### src/hdl/ssxf_pkg.sv
// Shared types, constants and slot decode for the status snapshot XOR framer.
`default_nettype none
package ssxf_pkg;

  localparam int REQ_W     = 2;
  localparam int SLOT_W    = 3;
  localparam int VALUE_W   = 16;
  localparam int BYTE_W    = 8;
  localparam int ID_W      = 32;

  localparam logic [REQ_W-1:0] REQ_UPDATE = 2'd0;
  localparam logic [REQ_W-1:0] REQ_MARK   = 2'd1;
  localparam logic [REQ_W-1:0] REQ_REPORT = 2'd2;

  // writable record bytes 4..13, held as positions 0..9
  localparam int REC_WR    = 10;
  localparam int POS_W     = $clog2(REC_WR);

  localparam int FRAME_LEN = 31;
  localparam int IDX_W     = $clog2(FRAME_LEN);

  // frame layout
  localparam int ID_FIRST  = 5;
  localparam int REC_FIRST = 9;
  localparam int REC_END   = REC_FIRST + REC_WR;  // first always-zero byte
  localparam int CHK_FIRST = 1;
  localparam int CHK_POS   = 29;
  localparam int LAST_POS  = FRAME_LEN - 1;

  localparam logic [BYTE_W-1:0] HDR_SOF   = 8'h5B;
  localparam logic [BYTE_W-1:0] HDR_B1    = 8'hD2;
  localparam logic [BYTE_W-1:0] HDR_B2    = 8'h01;
  localparam logic [BYTE_W-1:0] HDR_B3    = 8'h00;
  localparam logic [BYTE_W-1:0] HDR_LEN   = 8'h18;
  localparam logic [BYTE_W-1:0] FRAME_EOF = 8'h5D;

  localparam int CMDQ_DEPTH = 4;

  typedef struct packed {
    logic [REQ_W-1:0]   req_type;
    logic [SLOT_W-1:0]  slot;
    logic [VALUE_W-1:0] field_value;
  } in_t;

  typedef struct packed {
    logic [BYTE_W-1:0] frame_byte;
    logic              last_byte;
  } out_t;

  typedef enum logic [1:0] {
    CMD_UPDATE,
    CMD_MARK,
    CMD_REPORT
  } cmd_kind_t;

  typedef struct packed {
    cmd_kind_t          kind;
    logic [POS_W-1:0]   pos;
    logic               wide;
    logic [VALUE_W-1:0] value;
  } cmd_t;

  typedef struct packed {
    logic valid;
    cmd_t cmd;
  } cmdq_head_t;

  // first held position of each slot
  function automatic logic [POS_W-1:0] slot_pos(input logic [SLOT_W-1:0] s);
    logic [POS_W-1:0] p;
    unique case (s)
      3'd0:    p = POS_W'(0);
      3'd1:    p = POS_W'(2);
      3'd2:    p = POS_W'(3);
      3'd3:    p = POS_W'(4);
      3'd4:    p = POS_W'(6);
      3'd5:    p = POS_W'(7);
      3'd6:    p = POS_W'(8);
      default: p = POS_W'(9);
    endcase
    return p;
  endfunction

  function automatic logic slot_wide(input logic [SLOT_W-1:0] s);
    return (s == 3'd0) || (s == 3'd3);
  endfunction

endpackage
`default_nettype wire

### src/hdl/ssxf_front.sv
// Front end: takes input transfers and turns them into back-end commands.
`default_nettype none
module ssxf_front (
  input  wire ssxf_pkg::in_t  item,
  input  wire logic           push,
  input  wire logic           q_full,
  output logic                full,
  output logic                q_push,
  output ssxf_pkg::cmd_t      cmd
);

  logic keep;

  always_comb begin
    keep       = 1'b1;
    cmd.kind   = ssxf_pkg::CMD_MARK;
    cmd.pos    = ssxf_pkg::slot_pos(item.slot);
    cmd.wide   = ssxf_pkg::slot_wide(item.slot);
    cmd.value  = item.field_value;
    unique case (item.req_type)
      ssxf_pkg::REQ_UPDATE: cmd.kind = ssxf_pkg::CMD_UPDATE;
      ssxf_pkg::REQ_MARK:   cmd.kind = ssxf_pkg::CMD_MARK;
      ssxf_pkg::REQ_REPORT: cmd.kind = ssxf_pkg::CMD_REPORT;
      default:              keep = 1'b0;  // unused code: dropped
    endcase
  end

  assign full   = q_full;
  assign q_push = push && !q_full && keep;

endmodule
`default_nettype wire

### src/hdl/ssxf_cmdq.sv
// Short command queue between front and back end.
`default_nettype none
module ssxf_cmdq #(
  parameter int DEPTH = ssxf_pkg::CMDQ_DEPTH
) (
  input  wire logic                 clk,
  input  wire logic                 rst,
  input  wire logic                 push,
  input  wire ssxf_pkg::cmd_t       din,
  input  wire logic                 pop,
  output ssxf_pkg::cmdq_head_t      head,
  output logic                      full,
  output logic [$clog2(DEPTH+1)-1:0] count
);

  localparam int PW = (DEPTH > 1) ? $clog2(DEPTH) : 1;
  localparam int CW = $clog2(DEPTH + 1);

  ssxf_pkg::cmd_t  slots [DEPTH];
  logic [PW-1:0]   wr_ptr;
  logic [PW-1:0]   rd_ptr;
  logic            do_push;
  logic            do_pop;

  assign full    = (count == CW'(DEPTH));
  assign do_push = push && !full;
  assign do_pop  = pop && (count != '0);

  assign head.valid = (count != '0);
  assign head.cmd   = slots[rd_ptr];

  always_ff @(posedge clk) begin
    if (do_push) begin
      slots[wr_ptr] <= din;
    end
  end

  always_ff @(posedge clk) begin
    if (rst) begin
      wr_ptr <= '0;
      rd_ptr <= '0;
      count  <= '0;
    end else begin
      if (do_push) begin
        wr_ptr <= (wr_ptr == PW'(DEPTH - 1)) ? '0 : wr_ptr + 1'b1;
      end
      if (do_pop) begin
        rd_ptr <= (rd_ptr == PW'(DEPTH - 1)) ? '0 : rd_ptr + 1'b1;
      end
      if (do_push && !do_pop) begin
        count <= count + 1'b1;
      end else if (do_pop && !do_push) begin
        count <= count - 1'b1;
      end
    end
  end

endmodule
`default_nettype wire

### src/hdl/ssxf_back.sv
// Back end: holds the record and changed flag, runs commands, streams frames.
`default_nettype none
module ssxf_back (
  input  wire logic                          clk,
  input  wire logic                          rst,
  input  wire logic                          cfg_we,
  input  wire logic [ssxf_pkg::ID_W-1:0]     cfg_data,
  input  wire ssxf_pkg::cmdq_head_t          head,
  output logic                               q_pop,
  input  wire logic                          pop,
  output logic                               out_valid,
  output ssxf_pkg::out_t                     result
);

  typedef enum logic {
    ST_IDLE,
    ST_SEND
  } state_t;

  state_t                              state;
  logic [ssxf_pkg::ID_W-1:0]           device_id;
  logic [ssxf_pkg::BYTE_W-1:0]         rec [ssxf_pkg::REC_WR];
  logic                                changed;
  logic [ssxf_pkg::IDX_W-1:0]          idx;
  logic [ssxf_pkg::BYTE_W-1:0]         chk;
  logic [ssxf_pkg::BYTE_W-1:0]         cur_byte;
  logic [ssxf_pkg::IDX_W-1:0]          rec_off;
  logic                                slot_free;
  logic [ssxf_pkg::POS_W-1:0]          pos_lo;

  assign slot_free = !out_valid || pop;
  assign q_pop     = (state == ST_IDLE) && head.valid;
  assign rec_off   = idx - ssxf_pkg::IDX_W'(ssxf_pkg::REC_FIRST);
  assign pos_lo    = head.cmd.pos + 1'b1;

  always_comb begin
    cur_byte = '0;
    if (idx == ssxf_pkg::IDX_W'(0)) begin
      cur_byte = ssxf_pkg::HDR_SOF;
    end else if (idx == ssxf_pkg::IDX_W'(1)) begin
      cur_byte = ssxf_pkg::HDR_B1;
    end else if (idx == ssxf_pkg::IDX_W'(2)) begin
      cur_byte = ssxf_pkg::HDR_B2;
    end else if (idx == ssxf_pkg::IDX_W'(3)) begin
      cur_byte = ssxf_pkg::HDR_B3;
    end else if (idx == ssxf_pkg::IDX_W'(4)) begin
      cur_byte = ssxf_pkg::HDR_LEN;
    end else if (idx < ssxf_pkg::IDX_W'(ssxf_pkg::REC_FIRST)) begin
      // id bytes, most significant first
      case (idx - ssxf_pkg::IDX_W'(ssxf_pkg::ID_FIRST))
        ssxf_pkg::IDX_W'(0): cur_byte = device_id[31:24];
        ssxf_pkg::IDX_W'(1): cur_byte = device_id[23:16];
        ssxf_pkg::IDX_W'(2): cur_byte = device_id[15:8];
        default:             cur_byte = device_id[7:0];
      endcase
    end else if (idx < ssxf_pkg::IDX_W'(ssxf_pkg::REC_END)) begin
      cur_byte = rec[rec_off[ssxf_pkg::POS_W-1:0]];
    end else if (idx == ssxf_pkg::IDX_W'(ssxf_pkg::CHK_POS)) begin
      cur_byte = chk;
    end else if (idx == ssxf_pkg::IDX_W'(ssxf_pkg::LAST_POS)) begin
      cur_byte = ssxf_pkg::FRAME_EOF;
    end
  end

  always_ff @(posedge clk) begin
    if (rst) begin
      device_id <= '0;
    end else if (cfg_we) begin
      device_id <= cfg_data;
    end
  end

  always_ff @(posedge clk) begin
    if (rst) begin
      state     <= ST_IDLE;
      changed   <= 1'b1;
      out_valid <= 1'b0;
      idx       <= '0;
      chk       <= '0;
      for (int i = 0; i < ssxf_pkg::REC_WR; i++) begin
        rec[i] <= '0;
      end
    end else begin
      unique case (state)
        ST_IDLE: begin
          if (pop) begin
            out_valid <= 1'b0;
          end
          if (head.valid) begin
            unique case (head.cmd.kind)
              ssxf_pkg::CMD_UPDATE: begin
                changed <= 1'b1;
                if (head.cmd.wide) begin
                  rec[head.cmd.pos] <= head.cmd.value[15:8];
                  rec[pos_lo]       <= head.cmd.value[7:0];
                end else begin
                  rec[head.cmd.pos] <= head.cmd.value[7:0];
                end
              end
              ssxf_pkg::CMD_MARK: changed <= 1'b1;
              ssxf_pkg::CMD_REPORT: begin
                if (changed) begin
                  changed <= 1'b0;
                  idx     <= '0;
                  chk     <= '0;
                  state   <= ST_SEND;
                end
              end
              default: ;
            endcase
          end
        end
        ST_SEND: begin
          if (slot_free) begin
            out_valid         <= 1'b1;
            result.frame_byte <= cur_byte;
            result.last_byte  <= (idx == ssxf_pkg::IDX_W'(ssxf_pkg::LAST_POS));
            if (idx >= ssxf_pkg::IDX_W'(ssxf_pkg::CHK_FIRST) &&
                idx <  ssxf_pkg::IDX_W'(ssxf_pkg::CHK_POS)) begin
              chk <= chk ^ cur_byte;
            end
            if (idx == ssxf_pkg::IDX_W'(ssxf_pkg::LAST_POS)) begin
              state <= ST_IDLE;
            end else begin
              idx <= idx + 1'b1;
            end
          end
        end
        default: state <= ST_IDLE;
      endcase
    end
  end

endmodule
`default_nettype wire

### src/hdl/status_snapshot_xor_framer_unit.sv
// Top level of the status snapshot XOR framer: front end, command queue, back end.
// An accepted update or mark is queued, then applied by the back end; a sent report
//   reaches the result ports via the queue, the send state and the output register.
// Throughput: one command per cycle while idle; a sent report holds the back end for
//   31 frame bytes, one per cycle via the single output register unless pop stalls.
// Reset (rst, synchronous): queue empty, record zero, device_id zero, changed set.
`default_nettype none
module status_snapshot_xor_framer_unit #(
  parameter int CMDQ_DEPTH = ssxf_pkg::CMDQ_DEPTH
) (
  input  wire logic                      clk,
  input  wire logic                      rst,
  // input side
  input  wire logic                      push,
  output logic                           full,
  input  wire ssxf_pkg::in_t             item,
  // result side
  output logic                           empty,
  input  wire logic                      pop,
  output ssxf_pkg::out_t                 result,
  // device_id register
  input  wire logic                      cfg_we,
  input  wire logic [ssxf_pkg::ID_W-1:0] cfg_data
);

  localparam int CW = $clog2(CMDQ_DEPTH + 1);

  logic                 q_full;
  logic                 q_push;
  logic                 q_pop;
  logic [CW-1:0]        q_count;
  ssxf_pkg::cmd_t       cmd;
  ssxf_pkg::cmdq_head_t head;
  logic                 out_valid;

  // classify: drops unused request codes, decodes slot placement
  ssxf_front u_front (
    .item   (item),
    .push   (push),
    .q_full (q_full),
    .full   (full),
    .q_push (q_push),
    .cmd    (cmd)
  );

  // lets the front keep taking transfers while a frame drains
  ssxf_cmdq #(
    .DEPTH (CMDQ_DEPTH)
  ) u_cmdq (
    .clk   (clk),
    .rst   (rst),
    .push  (q_push),
    .din   (cmd),
    .pop   (q_pop),
    .head  (head),
    .full  (q_full),
    .count (q_count)
  );

  // executes commands in order; the record only changes between frames
  ssxf_back u_back (
    .clk       (clk),
    .rst       (rst),
    .cfg_we    (cfg_we),
    .cfg_data  (cfg_data),
    .head      (head),
    .q_pop     (q_pop),
    .pop       (pop),
    .out_valid (out_valid),
    .result    (result)
  );

  assign empty = !out_valid;

  // closing byte of a frame always carries the end marker
  a_last_eof: assert property (@(posedge clk) disable iff (rst)
    (!empty && result.last_byte) |-> (result.frame_byte == ssxf_pkg::FRAME_EOF))
    else $error("last byte is not the end marker");

  // full flag tracks the queue fill
  a_full_count: assert property (@(posedge clk) disable iff (rst)
    full == (q_count == CW'(CMDQ_DEPTH)))
    else $error("full flag out of step with queue fill");

  // no result survives reset
  a_reset_empty: assert property (@(posedge clk) rst |=> empty)
    else $error("result pending after reset");

  // queue never pops when empty
  a_pop_valid: assert property (@(posedge clk) disable iff (rst)
    q_pop |-> (q_count != '0))
    else $error("command popped from empty queue");

endmodule
`default_nettype wire
### config.mk
export PLATFORM = sky130hd
export DESIGN_NAME = status_snapshot_xor_framer_unit
export DESIGN_NICKNAME = d
export VERILOG_FILES = /design/src/hdl/ssxf_pkg.sv /design/src/hdl/ssxf_front.sv /design/src/hdl/ssxf_cmdq.sv /design/src/hdl/ssxf_back.sv /design/src/hdl/status_snapshot_xor_framer_unit.sv
export SDC_FILE = /design/constraint.sdc
export NUM_CORES = 1
export LEC_CHECK = 0
export BUFFER_PORTS_ARGS = -buffer_cell sky130_fd_sc_hd__buf_2
export CAP_MARGIN = 10
export CORE_MARGIN = 10
export CORE_UTILIZATION = 50
export DETAILED_ROUTE_END_ITERATION = 10
export GPL_TIMING_DRIVEN = 1
export PLACE_DENSITY = 0.73
export SLEW_MARGIN = 10
export SYNTH_ARGS = -nofsm -noshare
export SYNTH_HDL_FRONTEND = slang
export SYNTH_SLANG_ARGS = --single-unit
### constraint.sdc
create_clock -name clk -period 6.1 [get_ports clk]
set_input_delay 0.305 -clock clk [delete_from_list [all_inputs] [get_ports clk]]
set_output_delay 0.305 -clock clk [all_outputs]
set_load 0.01 [all_outputs]
Word-level counts from Yosys, hierarchy flattened
Memory sizes are Yosys's and may differ from the RTL's. A register that Yosys moved wholly into a read port is not among the register bits.
Cells that the tools add are included.

word-level totals
  register bits = 64
  RAM bits = 172
  output and inout bits = 11
  logic and storage cells = 152
  memories kept = 2

operators by class
  add/sub/neg operators = 8
  order comparisons = 4
  equal/unequal tests = 28
  mux-type cells = 64
  bitwise operators = 4
  reductions and logical operators = 31

memories
  name          depth  bits a word  rd ports  clocked after memory_dff  write ports  RTL line         RTL
  u_cmdq.slots  4      23           1         1                         1            ssxf_cmdq.sv:19  ssxf_pkg::cmd_t slots [DEPTH];
  u_back.rec    10     8            1         0                         10           ssxf_back.sv:22  logic [ssxf_pkg::BYTE_W-1:0] rec [ssxf_pkg::REC_WR];

operator list
  kind                                                                    number
  8-bit two-way mux                                                       16
  4-bit one-hot mux with 7 select lines                                   1
  1-bit two-way mux                                                       26
  5-bit two-way mux                                                       5
  8-bit one-hot mux with 3 select lines                                   1
  8-bit one-hot mux with 2 select lines                                   1
  8-bit OR reduction                                                      2
  5-bit by 2-bit equality test with 1-bit output (second input constant)  3
  3-bit equality test (second input constant)                             4
  5-bit by 1-bit equality test with 1-bit output (second input constant)  2
  5-bit equality test (second input constant)                             2
  5-bit zero test                                                         2
  5-bit < comparator (second input constant)                              2
  2-bit inequality test (second input constant)                           5
  5-bit one-hot mux with 2 select lines                                   1
  5-bit AND reduction                                                     2
  2-bit equality test (second input constant)                             4
  1-bit logical AND                                                       8
  2-bit two-way mux                                                       4
  4-bit two-way mux                                                       2
  8-bit bitwise XOR                                                       1
  7-bit two-way mux                                                       1
  3-bit by 2-bit equality test with 1-bit output (second input constant)  2
  3-bit two-way mux                                                       2
  27 further kinds                                                        40

Logic depth before layout (Yosys ltp)
Gate-level depths: netlist (run 1).

  word-level depth = 14
  mapped depth = 15

Hierarchy
A second synthesis (run 1) with hierarchy kept.

unflattened totals
  cells, all modules = 974
  area total of the unflattened synthesis = 13,795.7 um^2

by module, submodules not included
  module                           times used  cells each  area each (um^2)  seq. area each (um^2)
  ssxf_back                        1           773         9,758.1           5,074.9
  ssxf_cmdq                        1           170         3,822.4           2,942.8
  ssxf_front                       1           30          211.5             0.0
  status_snapshot_xor_framer_unit  1           1           3.8               0.0

Least setup slack after synthesis (run 1)
OpenSTA, ideal clock, no wires.

  kind = register -> register
  start point = reg u_back.idx[0] (netlist name)
  end point = reg u_back.chk[2] (netlist name)
  library setup time = 128 ps
  arrival = 3,121 ps
  data required time = 5,972 ps
  slack = 2,852 ps
  cell stages (with the launch flop) = 16
  buffers on the path = 6
  path through = dfxtp_1 -> buf_2 -> buf_2 -> buf_4 -> inv_1 -> ha_1 -> buf_2 -> buf_2 -> clkbuf_1 -> mux4_2 -> mux2i_1 -> mux2i_1 -> a21oi_1 -> nor4_1 -> xnor2_1 -> nor2_1

between the ends
  word-level cells in the longest chain between the ends = 14

RTL lines
  element                                                          RTL line          RTL
  start: declaration                                               ssxf_back.sv:24   logic [ssxf_pkg::IDX_W-1:0] idx;
  start signal: assignment                                         ssxf_back.sv:125  idx <= idx + 1'b1;
  branches (longest 14 deep; another with memory read 10 x 8 bit)  -
  end signal: assignment                                           ssxf_back.sv:120  chk <= chk ^ cur_byte;
  end: declaration                                                 ssxf_back.sv:25   logic [ssxf_pkg::BYTE_W-1:0] chk;

Parallel ways; which one is timed is not known. The select of a mux whose other input is x is not followed.
A chain may end at the register's enable or synchronous reset.

Worst setup path after layout (run 1)
  start point = reg u_back.idx[0] (netlist name)
  end point = reg u_back.chk[0] (netlist name)

between the ends
  word-level cells in the longest chain between the ends = 14

RTL lines
  element                                                         RTL line          RTL
  branches (longest 9 deep; another with memory read 10 x 8 bit)  -
  8-bit two-way mux (*)                                           ssxf_back.sv:38   if (idx == ssxf_pkg::IDX_W'(0)) begin
  named net u_back.cur_byte (one bit)                             ssxf_back.sv:26   logic [ssxf_pkg::BYTE_W-1:0] cur_byte;
  8-bit bitwise XOR (*)                                           ssxf_back.sv:120
  8-bit two-way mux (*)                                           ssxf_back.sv:118  if (idx >= ssxf_pkg::IDX_W'(ssxf_pkg::CHK_FIRST) &&
  8-bit two-way mux (*)                                           ssxf_back.sv:114  if (slot_free) begin
  8-bit one-hot mux with 2 select lines (*)                       ssxf_back.sv:84   unique case (state)

Mark *: on every way through the listed nets, which the timed path passes. The select of a mux whose other input is x is not followed.

==> metrics.cfg, run 1 <==
[worst_setup_path]
r2r_cells=11
worstSetupEndpointType=register
worstPathCellList=buf_4 > inv_1 > ha_1 > buf_4 > mux4_2 > mux2i_1 > a2111oi_0 > nor4_1 > a211oi_1 > a21oi_1 > a31o_2
cpMaxStageDelayCell=buf_4
criticalPathCategory=register to register
worstPathArrival_ns=4.26
crit_top_cell=buf_4
path_buf_inv=3
r2r-end=u_back.chk[0]
cp.required_ns=6.55
cp_max_fo=46
rr_startpoint=u_back.idx[0]
start_kind=register
rrSetupSlack_ns=2.29
critPathMaxStageDelay_ns=0.59
critPathTopFamily=compound AO/OA/AOI/OAI gates

[place]
port_buffers=68
hpwl_um=20700
place_inst=1333
gp_congestion=0.861

[clocking]
cts_resized=0
cts_buffers=29
cts_root_buf=clkbuf_16
htreeDepth=1
path_clk_slew_ns=0.06
numClockSinks=286
clockBufferDepth=3
clkLatencyLatePin_ns=0.56
cts_tree=built

[flow_run]
cap_violations=0

[worst_hold_path]
hold_start=cfg_data[7]
holdPathEnd=u_back.device_id[7]
min_path_cells=3
hold_class=input pin to register

[power_and_ir_drop]
irDropWorstVdd_mv=0.288
powerDensity_nw_per_um2=355
p_leak_nw=5.65
total_power_mw=5.45

[sta]
slew_violations=0
fmax_ghz=0.262
relSlewSlack=0.167
finalClockSkew_ns=0.0142
worst_slew_pin_slew_ns=1.24
finalHoldViolCount=0
rsz0062_at_grt=false
finalCriticalPeriod_ns=3.81
min_period_over_period=0.625
finalSetupViolations=0
finalSetupTns_ns=0

[synthesis]
synth_most_common_cell=edfxtp_1
synthArstFlopShare=0
synth_fp_nets=1052
synth_common_cells=edfxtp_1 (229), mux2i_1 (108), o22ai_1 (74)
syn-cell-area_um2=13300
ys_top_cells_by_area=edfxtp_1 (52%), dfxtp_1 (8.6%), mux2i_1 (8.1%)
synth_ff_type=edfxtp_1
synth_edf_count=229
synth_top_area_cell=edfxtp_1
syn_inst=981
avgSynthCellArea_um2=13.6
synth-seq-area-share=0.603
ys_warn_count=0
post_synth_num_cell_types=63
synth_top_area_frac=0.517
ys_seq_elements=286

[die]
ios=69
initial_core_util=0.509
placeableCoreArea_um2=26100
core.rowCount=59
dieArea_um2=33500
die_w_um=183
die_h_um=183

[detailed_routing]
detail_route.first_pass.iterations=6
wirelength_um=31400
vias=8757
routedWlPerCell_um=21.9
viasPerCell=6.11
first_iter_violations=1009
drc_errors=0
drtAntennaViolNets=0

[global_routing]
grt_pass1_vias=8710
gr-total-overflow=0
grt_usage=0.185
grt_antenna_before_repair=1
grt_pass1_wl_um=49500
grt_max_degree=57

[cells_and_area]
nNetsFinal=1146
instances_no_fill=1434
filler_cell_count=2068
drive_gt1_frac=0.194
syn2layout_area_growth_pct=15.5

[status]
status=complete, no violations

[power breakdown]
group,internal (mW),switching [mW],leakage (nW)
registers,2.27,0.101,2.66
clock network,1.06,0.739,0.464
logic,0.468,0.816,2.53
[sequential cells by signal, indices dropped and copies added (netlist names), named ones only]
signal and flops:
u_cmdq.slots 92, u_back.changed 1, u_back.idx 5, u_back.chk 8, u_back.rec 128, u_back.device_id 32
u_back.result 9, u_cmdq.count 3, u_back.state 1, u_cmdq.rd_ptr 2, u_cmdq.wr_ptr 2, u_back.out_valid 1
[how the worst max path moves through the flow]
stage,endpoint,slack (ns),start,depth (start not counted)
floorplan,u_back.chk[2],2.85,u_back.idx[0],15
global placement,u_back.chk[0],2.26,u_back.idx[0],11
detailed placement,u_back.chk[0],2.28,u_back.idx[0],11
CTS,u_back.chk[0],2.26,u_back.idx[0],11
global route,u_back.chk[0],1.87,u_back.idx[0],11
finish,u_back.chk[0],2.29,u_back.idx[0],11
[layout make-up]
type,count,area [um2],share of cell area
multi-input cells,615,4990,0.325
repair buffers,129,913,0.0594
inverters,14,52.6,0.00342
clock buffers,40,808,0.0526
flip-flops and latches,286,8020,0.522
diodes,1,2.50,0.000163
clock inverters,14,160,0.0104
well taps,335,419,0.0273
[metrics by stage]
stage	setup WS [ns]	util	hold slack [ns]	instance area, um2
floorplan	2.85	-	0.404	13300
global placement	2.26	0.533	0.445	13900
detailed placement	2.28	0.533	0.462	13900
CTS	2.26	0.588	0.00891	15400
global route	1.87	0.588	0.0454	15400
finish	2.29	0.588	0.0183	15400
[metal layers]
metal	GRT usage	routed length, um
met4	0.0515	742
met2	0.306	15300
met3	0.0324	2560
met1	0.246	12800
met5	0	0
[cells in the final DEF (no fill, tap or decap), types with 16 or more instances in the layout]
master and n:
a21oi_1 21, mux4_2 48, nand3_1 16, nand2_1 64, nor2_1 68, dlygate4sd3_1 46
edfxtp_1 229, clkbuf_16 30, o22ai_1 74, buf_2 68, dfxtp_1 55, o21ai_0 40
mux2i_1 108
[worst reg2reg max path, cell delays in order, from the launching register on]
cell	delay, ns
dfxtp_2	0.31
buf_4	0.59
inv_1	0.22
ha_1	0.59
buf_4	0.34
mux4_2	0.24
mux2i_1	0.14
a2111oi_0	0.45
nor4_1	0.10
a211oi_1	0.39
a21oi_1	0.11
a31o_2	0.22
[cell families after synthesis]
logic type	Yosys count	synth area share
mux	164	0.169
xor+xnor	11	0.00724
compound gates	192	0.0927
buf+inv	80	0.0246
fa+ha+maj	13	0.0128
flops	286	0.603
simple gates	235	0.0907
[repair_timing]
item | CTS | global route
hold buffers | 46 | 0
endpoints found under the hold margin | 97 | 0
buffers inserted | 0 | 0
Power figures use the tool's default switching activity.
==> run 2: changes to the inputs <==
--- a/config.mk
+++ b/config.mk
@@ -11,7 +11,7 @@
 export CORE_UTILIZATION = 50
 export DETAILED_ROUTE_END_ITERATION = 10
 export GPL_TIMING_DRIVEN = 1
-export PLACE_DENSITY = 0.73
+export PLACE_DENSITY = 0.76
 export SLEW_MARGIN = 10
 export SYNTH_ARGS = -nofsm -noshare
 export SYNTH_HDL_FRONTEND = slang
==> constraint.sdc (replaced) <==
create_clock -name clk -period 3.31 [get_ports clk]
set_input_delay 0.1655 -clock clk [delete_from_list [all_inputs] [get_ports clk]]
set_output_delay 0.1655 -clock clk [all_outputs]
set_load 0.01 [all_outputs]
==> run 2 against run 1 <==
Against the previous run:
- global-route usage grew 0.29 points
- clock power grew 79%
- core utilization grew 1.2 points
- die area is the same
- clock skew shrank 0.0059 ns
- the run now ends with design-rule violations left
- maximum frequency grew 31%
- via count grew 1.8%
- largest power group unchanged
- critical path depth shrank 5
- register-to-register slack lost 1.9 ns
==> metrics.cfg, run 2 (synthesized netlist as in run 1, its figures left out) <==
[detailed_routing]
routedWlPerCell_um=21.5  ; -1.7%
first_iter_violations=938  ; -7.0%
drc_errors=1  ; +1
drtAntennaViolNets=0  ; unchanged
wirelength_um=31800  ; +1.3%
detail_route.first_pass.iterations=9  ; +3
vias=8912  ; +1.8%
viasPerCell=6.03  ; -1.2%

[cells_and_area]
syn2layout_area_growth_pct=17.9
n_antenna_cell=0  ; -1
nNetsFinal=1191  ; +3.9%
filler_cell_count=1954  ; -5.5%
regMostFlops=u_back.rec
regArea_um2=8020  ; unchanged
final_cell_mix=edfxtp_1 (229), mux2i_1 (108), o22ai_1 (74), nor2_1 (68), buf_2 (68)
drive_gt1_frac=0.215  ; +0.0214
reg.largest.list=u_back.rec (128), u_cmdq.slots (92), u_back.device_id (32)
mostFrequentLayoutCell=edfxtp_1
largest_register_ffs=128  ; unchanged
multiInputGateArea_um2=4970  ; -0.53%

[global_routing]
gr-usage-met3=0.0283  ; -0.00415
grt_busiest_layer=met2
grt_usage=0.188  ; +0.00286
grt_max_degree=34  ; -40%
grt_pass1_wl_um=50600  ; +2.3%
grt_pass1_vias=9165  ; +5.2%
grt_use_met1=0.247  ; +0.00114
grt_use_met2=0.310  ; +0.00471
grt_antenna_before_repair=0  ; -1
gr-total-overflow=0  ; unchanged

[clocking]
clockBufferDepth=3  ; unchanged
htreeDepth=1  ; unchanged
ctsHoldBuffers=51  ; +11%
post_cts_buffers=0  ; unchanged
cts_tree=built
path_clk_slew_ns=0.06  ; about the same
numClockSinks=286  ; unchanged
cts_root_buf=clkbuf_16
cts_buffers=29  ; unchanged
clkLatencyLatePin_ns=0.55  ; about the same
cts_resized=0  ; unchanged

[sta]
finalSetupTns_ns=0  ; unchanged
min_period_over_period=0.880  ; +0.255
fin_ws_ns=0.397  ; -1.89 ns
slew_violations=0  ; unchanged
relSlewSlack=0.315  ; +0.148
finalHoldViolCount=0  ; unchanged
worst_slew_pin_slew_ns=1.02  ; -0.219 ns
finalSetupViolations=0  ; unchanged
fmax_ghz=0.343  ; +31%
rsz0062_at_grt=false
finalClockSkew_ns=0.00831  ; -0.00594 ns
finalCriticalPeriod_ns=2.91  ; -0.900 ns

[flow_run]
cap_violations=0  ; unchanged

[die]
ios=69  ; unchanged
die_h_um=183  ; unchanged
dieArea_um2=33500  ; unchanged
core.rowCount=59  ; unchanged
placeableCoreArea_um2=26100  ; unchanged
initial_core_util=0.509  ; unchanged
die_w_um=183  ; unchanged

[worst_setup_path]
criticalPathCategory=register to register
start_kind=register
worstSetupEndpointType=register
r2r-end=u_back.rec[6][5]
cp.required_ns=3.51  ; -3.04 ns
rrSetupSlack_ns=0.40  ; -1.89 ns
endpoint=u_back.rec[6][5]
cp_max_fo=9  ; -80%
r2r_cells=6  ; -5
worstPathArrival_ns=3.11  ; -1.15 ns

[place]
gp_congestion=0.894  ; +3.9%
hpwl_um=20700  ; about the same
port_buffers=68  ; unchanged
dp_slack_ns=0.413  ; -1.87 ns

[power_and_ir_drop]
irDropWorstVdd_mv=0.479  ; +66%
p_leak_nw=5.84  ; +3.3%
p_switching_mw=3.06  ; +85%
comb_power_share=0.252  ; +0.016
seqPwrFrac=0.429  ; -0.006
power_frac_clock=0.319  ; -0.010
p_int_mw=6.98  ; +84%
p_sw_frac=0.305  ; +0.000930
powerDensity_nw_per_um2=640  ; +80%

[status]
status=complete, but fails checks
failed_checks=design-rule violations

[worst_hold_path]
hold_class=input pin to register

==> run 2: how the worst min path moves through the flow <==
stage | startpoint | to | slack [ns] | depth (start not counted)
3_3_place_gp | item[2] | u_cmdq.slots[2][2] | 0.38 | 1
5_1_grt | item[20] | u_cmdq.slots[3][22] | 0.05 | 2
2_1_floorplan | item[0] | u_cmdq.slots[0][0] | 0.26 | 0
3_5_place_dp | item[2] | u_cmdq.slots[0][2] | 0.38 | 1
6_report | item[20] | u_cmdq.slots[0][22] | 0.06 | 2
4_1_cts | item[20] | u_cmdq.slots[0][22] | 0.04 | 2
==> run 2: worst max-delay path: stages (launching register included) <==
cell and delay, ns:
dfxtp_2 0.36, mux4_2 0.49, or3_4 0.38, or3_4 0.42
nor3b_4 0.32, nand2_2 0.18, nand3b_1 0.41
==> run 2: through the flow <==
step           total power, mW  utilization  cells  hold WS, ns  area (um2)
2_1_floorplan             6.02            -    981        0.264       13300
3_3_place_gp              6.76        0.545   1373        0.378       14200
3_5_place_dp              6.82        0.545   1373        0.381       14200
4_1_cts                   10.0        0.600   1477       0.0380       15700
5_1_grt                   10.4        0.600   1477       0.0516       15700
6_report                  10.0        0.600   1477       0.0605       15700
==> run 2: layer usage <==
metal  wire [um]  up-vias
li1            -     4094
met1       12400     4300
met2       15500      429
met3        2800       89
met4        1150        0
met5           0        -
==> run 2: cell type report <==
class                           instances  share of cell area
Inverter                               14             0.00335
Tap cell                              335              0.0267
Clock buffer                           34              0.0475
Timing Repair Buffer                  174              0.0822
Clock inverter                         19              0.0120
Multi-Input combinational cell        615               0.317
Sequential cell                       286               0.511
==> run 2: power groups by stage <==
stage,clock network [mW],registers (mW),logic (mW)
6_report,3.20,4.31,2.53
5_1_grt,3.38,4.33,2.71
4_1_cts,3.23,4.31,2.50
3_5_place_dp,0,4.38,2.44
3_3_place_gp,0,4.37,2.40
2_1_floorplan,0,4.34,1.69
==> run 3: changes to the inputs <==
--- a/config.mk
+++ b/config.mk
@@ -9,9 +9,10 @@
 export CAP_MARGIN = 10
 export CORE_MARGIN = 10
 export CORE_UTILIZATION = 50
+export CTS_BUF_LIST = sky130_fd_sc_hd__clkbuf_8 sky130_fd_sc_hd__clkbuf_16
 export DETAILED_ROUTE_END_ITERATION = 10
 export GPL_TIMING_DRIVEN = 1
-export PLACE_DENSITY = 0.76
+export PLACE_DENSITY = 0.73
 export SLEW_MARGIN = 10
 export SYNTH_ARGS = -nofsm -noshare
 export SYNTH_HDL_FRONTEND = slang
==> constraint.sdc (replaced) <==
create_clock -name clk -period 3.5 [get_ports clk]
set_input_delay 0.175 -clock clk [delete_from_list [all_inputs] [get_ports clk]]
set_output_delay 0.175 -clock clk [all_outputs]
set_load 0.01 [all_outputs]
==> run 3 against run 2 <==
Against the previous run:
- the run now ends clean
- worst setup slack improved by 0.037 ns
- sequential share of layout area fell by 0.26 points
- combinational power fell by 5%
- worst hold slack got worse by 0.025 ns
- power fell by 2.1%
- clock power rose by 4%
- maximum frequency fell by 5.0%
- largest power group unchanged
==> metrics.cfg, run 3 (synthesized netlist as in run 1, its figures left out) <==
[status]
status=complete, no violations

[place]
gp_congestion=0.936  ; +4.8%
port_buffers=68  ; unchanged
hpwl_um=21400  ; +3.4%

[detailed_routing]
viasPerCell=6.08  ; +0.83%
drc_errors=0  ; -1
first_iter_violations=952  ; +1.5%
vias=8962  ; +0.56%
routedWlPerCell_um=22.4  ; +3.9%
wirelength_um=32900  ; +3.6%
drtAntennaViolNets=0  ; unchanged
detail_route.first_pass.iterations=5  ; -4

[cells_and_area]
drive_gt1_frac=0.214  ; -0.00169
regMostFlops=u_back.rec
largest_register_ffs=128  ; unchanged
nNetsFinal=1184  ; -0.59%
mostFrequentLayoutCell=edfxtp_1
reg.largest.list=u_back.rec (128), u_cmdq.slots (92), u_back.device_id (32)
syn2layout_area_growth_pct=18.5
fin_util=0.603  ; +0.00302
final_cell_mix=edfxtp_1 (229), mux2i_1 (108), o22ai_1 (74), nor2_1 (68), buf_2 (68)

[sta]
min_period_over_period=0.876  ; -0.00398
finalSetupViolations=0  ; unchanged
rsz0062_at_grt=false
whs_ns=0.0358  ; -0.0247 ns
finalClockSkew_ns=0.0244  ; +0.0161 ns
finalHoldViolCount=0  ; unchanged
worst_slew_pin_slew_ns=1.04  ; +0.0188 ns
slew_violations=0  ; unchanged
relSlewSlack=0.302  ; -0.0127
finalSetupTns_ns=0  ; unchanged
fmax_ghz=0.326  ; -5.0%
finalCriticalPeriod_ns=3.07  ; +0.153 ns

[worst_setup_path]
cpMaxStageDelayCell=mux4_2
endpoint=u_back.rec[2][2]
critPathTopFamily=simple AND/OR/NAND/NOR gates
start_kind=register
cp.required_ns=3.71  ; +0.20 ns
rrSetupSlack_ns=0.43  ; +0.04 ns
crit_top_cell=nand3b_1
worstSetupEndpointType=register
worstPathCellList=mux4_2 > or3_4 > nor3_2 > nand3b_1 > nor2_1 > nand2_1 > nand3b_1
critPathMaxStageDelay_ns=0.46  ; -0.03 ns
crit_cells=7  ; +1
path_buf_inv=0  ; unchanged
rr_startpoint=u_cmdq.slots[2][21]
r2r-end=u_back.rec[2][2]
r2r_cells=7  ; +1
crit_start=u_cmdq.slots[2][21]
criticalPathCategory=register to register
cp_max_fo=9  ; unchanged
worstPathArrival_ns=3.28  ; +0.17 ns

[global_routing]
gr-total-overflow=0  ; unchanged
grt_antenna_before_repair=1  ; +1
grt_pass1_wl_um=51800  ; +2.2%
grt_max_degree=56  ; +65%
grt_usage=0.194  ; +0.00606
grt_pass1_vias=9148  ; -0.19%

[clocking]
cts_tree=built
cts_buffers=30  ; +3.4%
ctsHoldBuffers=51  ; unchanged
post_cts_buffers=0  ; unchanged
cts_resized=0  ; unchanged
numClockSinks=286  ; unchanged
clkLatencyLatePin_ns=0.57  ; +0.02 ns
clockBufferDepth=3  ; unchanged
htreeDepth=1  ; unchanged
cts_root_buf=clkbuf_16
path_clk_slew_ns=0.06  ; about the same

[power_and_ir_drop]
irDropWorstVdd_mv=0.568  ; +19%
powerDensity_nw_per_um2=624  ; -2.5%
p_leak_nw=5.89  ; +0.91%

[worst_hold_path]
hold_start=item[20]
hold_class=input pin to register
min_path_cells=2  ; unchanged

[die]
die_h_um=183  ; unchanged
initial_core_util=0.509  ; unchanged
placeableCoreArea_um2=26100  ; unchanged
dieArea_um2=33500  ; unchanged
ios=69  ; unchanged
die_w_um=183  ; unchanged
core.rowCount=59  ; unchanged

[flow_run]
cap_violations=0  ; unchanged

## run 3: changes by cell type in the layout (fill, tap and decap cells not counted), sizes merged
cell / delta
inv: +1
diode: +1
clkinv: +1
clkbuf: +2
bufinv: +1
clkinvlp: -2
buf: -8
## run 3: layer usage
metal	share of wire	global-route usage	vias to the layer above
met4	0.026	0.0587	0
met5	0	0	-
met2	0.49	0.327	473
li1	-	-	4091
met3	0.087	0.0320	67
met1	0.40	0.252	4331
## run 3: final cells by class
cell class              instances  area [um2]
fillers                      1994       10400
diodes                          1        2.50
inverters                      14        52.6
clock inverters                20         214
well taps                     335         419
repair buffers                166        1230
flip-flops and latches        286        8020
clock buffers                  36         856
multi-input cells             615        4970
## run 3: worst min-delay path by stage
| stage | end | slack, ns |
|---|---|---|
| after CTS | u_cmdq.slots[2][22] | 0.02 |
| after global routing | u_cmdq.slots[2][22] | 0.03 |
| after global placement | u_cmdq.slots[2][8] | 0.39 |
| after floorplan | u_cmdq.slots[0][0] | 0.27 |
| final | u_cmdq.slots[1][22] | 0.04 |
| after detailed placement | u_cmdq.slots[1][7] | 0.39 |
## run 3: power by group
group	leakage [nW]	switching (mW)	internal, mW
Combinational	2.70	1.54	0.871
Clock	0.536	1.31	2.03
Sequential	2.66	0.119	3.96
## run 3: per-stage QoR
stage	cells	total power, mW	area, um2	worst slack (ns)
2_1_floorplan	981	5.70	13300	0.252
3_3_place_gp	1365	6.40	14200	0.637
3_5_place_dp	1365	6.45	14200	0.547
4_1_cts	1472	9.83	15800	0.494
5_1_grt	1473	10.2	15800	0.314
6_report	1473	9.83	15800	0.434
## run 3: worst register-to-register path: stages (launching register included)
cell	delay, ns
edfxtp_1	0.37
mux4_2	0.46
or3_4	0.39
nor3_2	0.28
nand3b_1	0.18
nor2_1	0.33
nand2_1	0.28
nand3b_1	0.42
